$ cat src/rtl/tli_pkg.sv
// ----------------------------------------------------------------------------
// tli_pkg
// Shared types and constants of the table linear interpolator.
// ----------------------------------------------------------------------------
package tli_pkg;

  localparam int unsigned VALUE_W     = 32;
  localparam int unsigned INDEX_W     = 8;
  localparam int unsigned TABLE_DEPTH = 256;
  localparam int unsigned COUNT_W     = 9;
  localparam int unsigned FRAC_W      = 16;
  localparam int unsigned WEIGHT_W    = FRAC_W + 1;
  localparam int unsigned ENTRY_W     = 2 * VALUE_W;

  localparam logic [WEIGHT_W-1:0] WEIGHT_ONE = WEIGHT_W'(1) << FRAC_W;

  localparam logic MODE_LOAD  = 1'b0;
  localparam logic MODE_QUERY = 1'b1;

  localparam logic [1:0] CLAMP_NONE  = 2'd0;
  localparam logic [1:0] CLAMP_FIRST = 2'd1;
  localparam logic [1:0] CLAMP_LAST  = 2'd2;

  typedef struct packed {
    logic signed [VALUE_W-1:0] ordinate;
    logic signed [VALUE_W-1:0] abscissa;
  } tli_entry_t;

  typedef struct packed {
    logic               start;
    logic [VALUE_W-1:0] dividend;
    logic [VALUE_W-1:0] divisor;
  } tli_div_req_t;

  typedef struct packed {
    logic              done;
    logic [FRAC_W-1:0] quotient;
  } tli_div_rsp_t;

  typedef enum logic [4:0] {
    S_IDLE,
    S_CHK_FIRST,
    S_CHK_LAST,
    S_GET_I,
    S_GET_I1,
    S_GET_IM1,
    S_GET_I2,
    S_DECIDE,
    S_SRCH_LOOP,
    S_SRCH_MID,
    S_SRCH_CMP,
    S_SRCH_HIGH,
    S_FETCH0,
    S_FETCH1,
    S_FETCH2,
    S_WEIGHT,
    S_DIV,
    S_MUL0,
    S_MUL1,
    S_MUL2,
    S_OUT
  } tli_state_e;

endpackage

$ cat src/rtl/tli_divider.sv
// ----------------------------------------------------------------------------
// tli_divider
// Restoring divider for the interval weight, one quotient bit per cycle.
// Expects 0 < dividend < divisor; gives floor(dividend * 2^FRAC_W / divisor).
// ----------------------------------------------------------------------------
module tli_divider
  import tli_pkg::*;
(
  input  logic         clk_i,
  input  logic         rst_ni,
  input  tli_div_req_t req_i,
  output tli_div_rsp_t rsp_o
);

  localparam int unsigned CNT_W = $clog2(FRAC_W);

  logic               busy_q, busy_d;
  logic               done_q, done_d;
  logic [CNT_W-1:0]   cnt_q, cnt_d;
  logic [VALUE_W-1:0] rem_q, rem_d;
  logic [VALUE_W-1:0] dvs_q, dvs_d;
  logic [FRAC_W-1:0]  quo_q, quo_d;
  logic [VALUE_W:0]   rem2;
  logic [VALUE_W:0]   diff;
  logic               take;

  assign rem2 = {rem_q, 1'b0};
  assign diff = rem2 - {1'b0, dvs_q};
  assign take = (rem2 >= {1'b0, dvs_q});

  always_comb begin
    busy_d = busy_q;
    done_d = 1'b0;
    cnt_d  = cnt_q;
    rem_d  = rem_q;
    dvs_d  = dvs_q;
    quo_d  = quo_q;
    if (req_i.start) begin
      busy_d = 1'b1;
      cnt_d  = '0;
      rem_d  = req_i.dividend;
      dvs_d  = req_i.divisor;
      quo_d  = '0;
    end else if (busy_q) begin
      rem_d = take ? diff[VALUE_W-1:0] : rem2[VALUE_W-1:0];
      quo_d = {quo_q[FRAC_W-2:0], take};
      cnt_d = cnt_q + CNT_W'(1);
      if (cnt_q == CNT_W'(FRAC_W - 1)) begin
        busy_d = 1'b0;
        done_d = 1'b1;
      end
    end
  end

  always_ff @(posedge clk_i or negedge rst_ni) begin
    if (!rst_ni) begin
      busy_q <= 1'b0;
      done_q <= 1'b0;
      cnt_q  <= '0;
    end else begin
      busy_q <= busy_d;
      done_q <= done_d;
      cnt_q  <= cnt_d;
    end
  end

  always_ff @(posedge clk_i) begin
    rem_q <= rem_d;
    dvs_q <= dvs_d;
    quo_q <= quo_d;
  end

  assign rsp_o.done     = done_q;
  assign rsp_o.quotient = quo_q;

endmodule

$ cat config.mk
export PLATFORM = sky130hd
export DESIGN_NAME = tli_divider
export DESIGN_NICKNAME = d
export VERILOG_FILES = /design/src/rtl/tli_pkg.sv /design/src/rtl/tli_divider.sv
export SDC_FILE = /design/constraint.sdc
export NUM_CORES = 1
export LEC_CHECK = 0
export ABC_AREA = 1
export BUFFER_PORTS_ARGS = -buffer_cell sky130_fd_sc_hd__buf_2
export CAP_MARGIN = 10
export CORE_MARGIN = 2
export CORE_UTILIZATION = 53
export DETAILED_ROUTE_END_ITERATION = 6
export PLACE_DENSITY = 0.83
export SKIP_LAST_GASP = 1
export SYNTH_ARGS = -nofsm -noshare
export SYNTH_HDL_FRONTEND = slang
export SYNTH_SLANG_ARGS = --single-unit
$ cat constraint.sdc
create_clock -name clk_i -period 2.21 [get_ports clk_i]
set_input_delay 0 -clock clk_i [delete_from_list [all_inputs] [get_ports clk_i]]
set_output_delay 0 -clock clk_i [all_outputs]
set_load 0.005 [all_outputs]
==> After elaboration in Yosys (flattened, before gate mapping) <==
Index checks and enable logic that the tools add are counted.
Widths: inputs -> output; s select.
{ "classes": {"eq_ne": 1, "shift": 0, "n_mul": 0, "addsub": 2, "reduce_logical": 1, "order_cmp": 1, "mux": 11, "bitwise": 0, "div_mod_pow": 0} }
{ "op_table": {"columns": ["op", "count"], "rows": [
  ["$mux 32", 3],
  ["$ge 33x32->1", 1],
  ["$sub 32x32->32", 1],
  ["$mux 4", 2],
  ["$mux 1", 6],
  ["$add 4x1->4 const B", 1],
  ["$eq 4x4->1 const B", 1],
  ["$reduce_bool 2->1", 1]
]} }
{ "word_totals": {"memories": 0, "out_inout_bits": 17, "input_bits": 67, "reg_bits": 86, "mem_bits_rw": 0, "rom_bits": 0, "latchBits": 0, "word_cells": 22} }

==> Depth between registers and ports, before layout <==
Gate-level depths: netlist (run 1).
{ "logic_depth": {"depth_word": 4, "depth_mapped": 17} }

==> Worst setup path after synthesis (run 1) <==
Ideal clock, no wire load.
{ "synth_path": {"path_kind": "reg-to-reg", "startpoint": "register busy_q", "endpoint": "register rem_q[0], enable pin", "t_required_ns": 1.801, "path_buffers": 1, "path_slack_ns": 0.033, "arrival_time_ns": 1.768, "synth_period_minus_slack_ns": 2.177, "setup_time_ns": 0.409, "stages_incl_launch_ff": 4, "path_cell_list": "dfrtp_1 inv_1 nand2_1 clkbuf_1"} }
{ "synth_via": {"elab_chain_len": 1} }
{ "synth_rtl": {"columns": ["element", "line", "source"], "rows": [
  ["start: declaration", "tli_divider.sv:17", "logic busy_q, busy_d;"],
  ["start signal: assignment", "tli_divider.sv:61", "busy_q <= busy_d;"],
  ["$reduce_bool 2->1 (no source line)", null, null],
  ["end signal: assignment", "tli_divider.sv:68", "rem_q <= rem_d;"],
  ["end: declaration", "tli_divider.sv:20", "logic [VALUE_W-1:0] rem_q, rem_d;"]
]} }
Every way passes these cells.
A chain may end at the register's enable or synchronous reset.

==> Final worst setup path (run 1) <==
{ "layout_path": {"startpoint": "register rem_q[5]", "endpoint": "register rem_q[29], data pin"} }
{ "layout_via": {"elab_chain_len": 4, "word_cells_on_any_way": 5} }
{ "layout_rtl": {"columns": ["element", "line", "source"], "rows": [
  ["$sub 32x32->32 / $ge 33x32->1 (equally long branches)", "tli_divider.sv:28, tli_divider.sv:29", null],
  ["$mux 32 *", "tli_divider.sv:45", "rem_d = take ? diff[VALUE_W-1:0] : rem2[VALUE_W-1:0];"],
  ["$mux 32 *", "tli_divider.sv:44", "end else if (busy_q) begin"],
  ["$mux 32 *", "tli_divider.sv:38", "if (req_i.start) begin"],
  ["net rem_d[29]", "tli_divider.sv:20", null]
]} }
The timed path passes the listed nets; every way through them passes the cells marked *. The select of a mux whose other input is x is not followed.

==> flow_summary.ini, run 1 <==
[status]
status = finished, violations left
failed_checks = DRC, setup timing

[floorplanning]
die_x_um = 113
fp.coreArea_um2 = 11500
die_area_um2 = 12800
placementRows = 39
pin_count = 84
floorplan.initialDensity = 0.548
fp.dieH_um = 113

[sta]
max_slew_margin = 0.699
fin_setup_tns_ns = -2.43
layout_worst_path_cycle_share = 1.07
postLayoutSetupSlackWorst_ns = -0.164
report.final.setup_viol = 31
finalHoldViolations = 0
clock.fmax_mhz = 421
pins_over_their_slew_limit = 0
unrepaired_setup_endpoints_after_global_routing = true
finClkSkew_ns = 0.0120
worstMarginPinSlew_ns = 0.450
min_clock_period_post_route_ns = 2.37

[drt]
detail_route.wirelength_mm = 23.5
vias_per_cell = 5.58
drt.antenna.violating_nets = 0
dr_total_vias = 7329
detail_route.drc_violations = 5
initialDrtViolationCount = 788
avgRoutedWirePerCell_um = 17.9
firstDrtPassIters = 7

[global_route]
track_usage = 0.323
via_count_of_the_first_global_routing_pass = 6843
grt_first_pass_wirelength_mm = 32.6
grt_antenna_before_repair = 0
grt_start_max_net_pins = 38
globalRoute.totalOverflow = 0

[synthesis]
synthTopCellsByCount = nand2_1, inv_1, nand3_1, edfxtp_1, nor2_1
synth.top_cells.by_area = edfxtp_1, nand2_1, inv_1, ha_1, nand3_1
synth_seq_cells = 86
mappedNetlistArea_um2 = 6310
synth.top_cell.area_share = 0.305
synth_edf_count = 64
synthMostInstantiatedCell = nand2_1
async_reset_ff_frac = 0.0698
syn_avg_cell_area_um2 = 7.01
synth_cell_types = 37
syn_nets = 1001
synth-seq-area-share = 0.379
flip_flop_cell_with_the_highest_count_after_synthesis = edfxtp_1
synth.largest_area_cell = edfxtp_1
netlist_instances = 900
synth_warnings = 0

[place]
port-buffer-count = 83
detailed_place_hpwl_mm = 13.5
placement.cell_area_um2 = 7530
placed_cells = 1204
gp_congestion = 1.03

[cts]
max-clock-path-buffers = 2
cts_htree_levels = 3
tritoncts_clock_tree = built
tritoncts.num_buffers = 9
cts.sink_count = 86
path_clk_slew_ns = 0.07
clk-insertion-delay-late_ns = 0.36
ctsRootBufferMaster = clkbuf_16

[worst_setup_path]
cell_by_cell_listing_of_the_critical_path = ha_4 -> nand2_1 -> nor2_2 -> nand3_1 -> nand3_2 -> nand2_2 -> nand2_2 -> nand2_4 -> buf_12 -> nand2_8 -> nand3_2 -> nand2_1 -> nand2_1
crit_required_ns = 2.32
worst_setup_path_end_kind = register
timing.setup.critical_path_class = reg2reg
timing.critical_path.buf_inv = 1
crit_path_top_delay_cell = edfxtp_1
critPathMostFrequentCell = nand2_1
timing.critical_path.slowest_cell_delay_ns = 0.44
crit_path_max_fanout = 8
arrival_time_of_the_worst_setup_path_ns = 2.49
cell_family_contributing_the_most_delay_on_the_critical_path = simple AND/OR/NAND/NOR gates
worst_setup_path_start_kind = register

[power_and_ir_drop]
powerDensity_nw_per_um2 = 1330
fraction_of_power_spent_switching_nets = 0.456
sw_power_mw = 5.92
p_seq_frac = 0.192
p_int_mw = 7.07
combinational_share_of_power = 0.681
pwr-share-clk = 0.127
ir_worst_vdd_mv = 0.809
p_leak_nw = 4.98

[finish]
nets = 1267
drive_gt1_frac = 0.357
finish.instance_area_um2 = 9800
final-instance-count-excl-fill = 1314
antenna_cells = 0
area_growth_pct = 55.3

[run]
timing.max_cap.violations = 0

[hold_path]
hold_class = in2reg
-- worst paths after layout --
check,startpoint,endpoint,slack (ns),cells after the start
max,rem_q[5],rem_q[29],-0.16,13
min,req_i[63],rem_q[31],0.06,3
max reg2reg,rem_q[5],rem_q[29],-0.16,13
min reg2reg,quo_q[15],quo_q[15],0.49,2
max in group asynchronous,rst_ni,cnt_q[0],1.40,3
min in group asynchronous,rst_ni,cnt_q[2],0.59,3
-- stage by stage --
step	hold WS (ns)	worst slack, ns	utilization	total power [mW]
6_report	0.0562	-0.164	0.851	13.0
5_1_grt	0.0648	-0.264	0.851	13.7
4_1_cts	0.0226	-0.0550	0.772	10.7
3_5_place_dp	-0.169	-0.223	0.654	8.41
3_3_place_gp	-0.172	-0.237	0.654	8.30
2_1_floorplan	-0.296	0.0333	-	6.13
-- timing repair --
action                                  CTS  global route
cloned                                    2             4
endpoints found under the hold margin    69             0
buffers inserted                          6            18
pin swaps                                14            76
endpoints found under the setup margin   32            33
hold buffers                             65             0
gates resized for setup                  52           172
-- state kept, by name (all words and copies together), names as in the netlist --
name    count
busy_q      1
done_q      1
quo_q      16
dvs_q      32
cnt_q       4
rem_q      32
-- per-layer routing --
layer / GRT usage / routed length, um / vias to the layer above
li1: - / - / 3352
met1: 0.411 / 8840 / 3385
met2: 0.547 / 11200 / 473
met3: 0.0455 / 2110 / 119
met4: 0.150 / 1300 / 0
met5: 0 / 0 / -
-- cell usage in the layout, fill, tap and decap left out, types with 13 or more instances in the layout --
cell type and n:
nand2_1 269, inv_1 164, buf_4 110, buf_2 83
dlygate4sd3_1 65, edfxtp_1 64, nand2_2 47, nand3_1 45
ha_4 31, nand3_2 26, nor2_1 25, nand3b_1 25
nand2_4 23, inv_2 22, dfxtp_1 16, o22ai_1 14
nor2_2 13, a21oi_1 13
-- kinds of logic (layout without fill, tap and decap cells) --
| family | count (synthesis) | count (layout) | synth area share |
|---|---|---|---|
| flip-flops | 86 | 86 | 0.379 |
| XOR/XNOR | 14 | 14 | 0.0194 |
| AO/OA/AOI/OAI | 48 | 48 | 0.0434 |
| adder cells (fa/ha/maj) | 34 | 34 | 0.0686 |
| AND/OR/NAND/NOR | 510 | 514 | 0.357 |
| buffers and inverters | 208 | 475 | 0.133 |
-- area by class of cell --
| type | instances | area (um^2) |
|---|---|---|
| timing repair buffer | 271 | 2100 |
| clock inverter | 5 | 65.1 |
| clock buffer | 11 | 243 |
| sequential | 86 | 2390 |
| fill | 597 | 1720 |
| tap | 143 | 179 |
| inverter | 188 | 709 |
| multi-input combinational | 610 | 4110 |
-- worst reg2reg max path, delay by kind of cell, from the launching register on --
family | cells | cell delay (ns)
simple gates | 11 | 1.19
flops | 1 | 0.44
fa+ha+maj | 1 | 0.33
buf+inv | 1 | 0.17
-- power groups by stage --
stage	combinational [mW]	clock [mW]	sequential, mW
floorplan	3.81	0	2.32
global route	9.45	1.68	2.52
CTS	6.66	1.62	2.42
detailed placement	6.04	0	2.37
finish	8.85	1.64	2.49
global placement	5.94	0	2.36
(Power assumes the default switching activity.)
==> run 2: changes to the inputs <==
PLACE_DENSITY = 0.75   (was 0.83)
==> run 2 against run 1 <==
Effect of this change:
- the flow still finishes with violations (DRC, setup timing)
- combinational power shrank 5.4%
- maximum frequency decreased by 1.1%
- cell area is 1.8% lower
- critical path type unchanged
==> flow_summary.ini, run 2 (synthesis gave the netlist of run 1 again) <==
[status]
status = finished, violations left
failed_checks = DRC, setup timing

[cts]
cts_htree_levels = 3
tritoncts.num_buffers = 9
cts.sink_count = 86
tritoncts_clock_tree = built
path_clk_slew_ns = 0.06
max-clock-path-buffers = 2
clk-insertion-delay-late_ns = 0.36
ctsRootBufferMaster = clkbuf_16

[finish]
biggest_registers_after_layout = dvs_q (32), rem_q (32), quo_q (16)
layout_common_cells = nand2_1, inv_1, buf_4
final.fill_count = 675
drive_gt1_frac = 0.316
final-instance-count-excl-fill = 1319
nets = 1272
antenna_cells = 0
utilization = 0.836
mostFrequentLayoutCell = nand2_1
multiInputGateArea_um2 = 3880
seqCellArea_um2 = 2390
area_growth_pct = 52.5

[global_route]
track_usage = 0.324
grt_start_max_net_pins = 66
via_count_of_the_first_global_routing_pass = 6748
globalRoute.totalOverflow = 0
grt_antenna_before_repair = 0
grt_first_pass_wirelength_mm = 32.3

[floorplanning]
die_area_um2 = 12800
fp.dieH_um = 113
fp.coreArea_um2 = 11500
die_x_um = 113
placementRows = 39
floorplan.initialDensity = 0.548
pin_count = 84

[power_and_ir_drop]
ir_worst_vdd_mv = 0.997
powerDensity_nw_per_um2 = 1300
p_leak_nw = 4.92
totalPowerFinal_mw = 12.5

[sta]
clock.fmax_mhz = 416
postLayoutSetupSlackWorst_ns = -0.192
layout_worst_path_cycle_share = 1.09
holdWs_ns = 0.0450
min_clock_period_post_route_ns = 2.40
max_slew_margin = 0.510
finClkSkew_ns = 0.0118
report.final.setup_viol = 33
finalHoldViolations = 0
pins_over_their_slew_limit = 0
fin_setup_tns_ns = -3.69
unrepaired_setup_endpoints_after_global_routing = true
worstMarginPinSlew_ns = 0.734

[place]
port-buffer-count = 83
detailed_place_hpwl_mm = 13.1
gp_congestion = 1.01
placed_cells = 1211

[drt]
vias_per_cell = 5.22
dr_total_vias = 6882
drt.antenna.violating_nets = 0
detail_route.wirelength_mm = 21.5
detail_route.drc_violations = 3
firstDrtPassIters = 7
avgRoutedWirePerCell_um = 16.3
initialDrtViolationCount = 548

[worst_setup_path]
worst_setup_path_end_kind = register
cell_family_contributing_the_most_delay_on_the_critical_path = simple AND/OR/NAND/NOR gates
timing.setup.critical_path_class = reg2reg
crit_required_ns = 2.32
worst_setup_path_start_kind = register
cell_by_cell_listing_of_the_critical_path = ha_4 -> nand2_1 -> nor2_2 -> nand2_2 -> nor2_4 -> nand2_2 -> nor2_4 -> nor2_4 -> buf_12 -> buf_12 -> nand2_8 -> nand3_2 -> nand2_1 -> nand2_1
crit_path_max_fanout = 8
crit_path_top_delay_cell = edfxtp_1
arrival_time_of_the_worst_setup_path_ns = 2.52
timing.critical_path.slowest_cell_delay_ns = 0.48
timing.critical_path.buf_inv = 2

[run]
timing.max_cap.violations = 0

[hold_path]
hold_class = in2reg
[run 2: cell types whose count changed in the layout (fill, tap and decap cells not counted), moves of 3 or more]
cell and change:
nor2_4 -4, ha_1 +3, buf_4 +3, nand2_4 -11, nor3_2 +3, nand2_2 -14, inv_1 +14, ha_4 -3
inv_2 -14, a21oi_1 +3, buf_12 +3, nand3_2 +3, nand2_1 +25, nor2_1 +6
[run 2: what timing repair did]
action,CTS,global route
gates cloned,5,0
buffers inserted,18,6
pin swaps,21,21
resized for setup,82,73
hold buffers,65,0
setup endpoints to repair,32,33
endpoints found under the hold margin,69,0
[run 2: layer usage]
metal	part of all wire	wire length [um]	vias to the layer above	global-route usage
li1	-	-	3352	-
met1	0.41	8720	3125	0.402
met2	0.47	10200	326	0.542
met3	0.078	1670	79	0.0728
met4	0.043	917	0	0.144
met5	0	0	-	0
[run 2: tightest hold or removal path, stage by stage]
cell	delay (ns)
buf_2	0.07
nand2_1	0.12
nand2_1	0.10
[run 2: cell type report]
type,count,area share
flip-flops and latches,86,0.249
well taps,143,0.0186
repair buffers,276,0.224
clock buffers,12,0.0290
multi-input cells,610,0.403
inverters,188,0.0733
clock inverters,4,0.00338
[run 2: per-stage QoR]
| stage | area (um^2) | setup slack [ns] |
|---|---|---|
| CTS | 9310 | -0.0248 |
| floorplan | 6310 | 0.0333 |
| detailed placement | 7570 | -0.220 |
| finish | 9620 | -0.192 |
| global route | 9620 | -0.267 |
| global placement | 7570 | -0.286 |
[run 2: worst paths after layout]
path	from	endpoint	slack [ns]	cells after the start
max	rem_q[15]	rem_q[25]	-0.19	14
min	req_i[63]	rem_q[31]	0.04	3
max reg2reg	rem_q[15]	rem_q[25]	-0.19	14
min reg2reg	cnt_q[3]	cnt_q[3]	0.47	1
max in group asynchronous	rst_ni	cnt_q[2]	1.40	3
min in group asynchronous	rst_ni	cnt_q[0]	0.58	3
[run 2: power by group]
group          switching [mW]  total, mW  leakage (nW)  internal [mW]
sequential              0.310       2.49         0.864           2.18
clock                   0.703       1.61         0.154          0.911
combinational            4.47       8.37          3.91           3.90
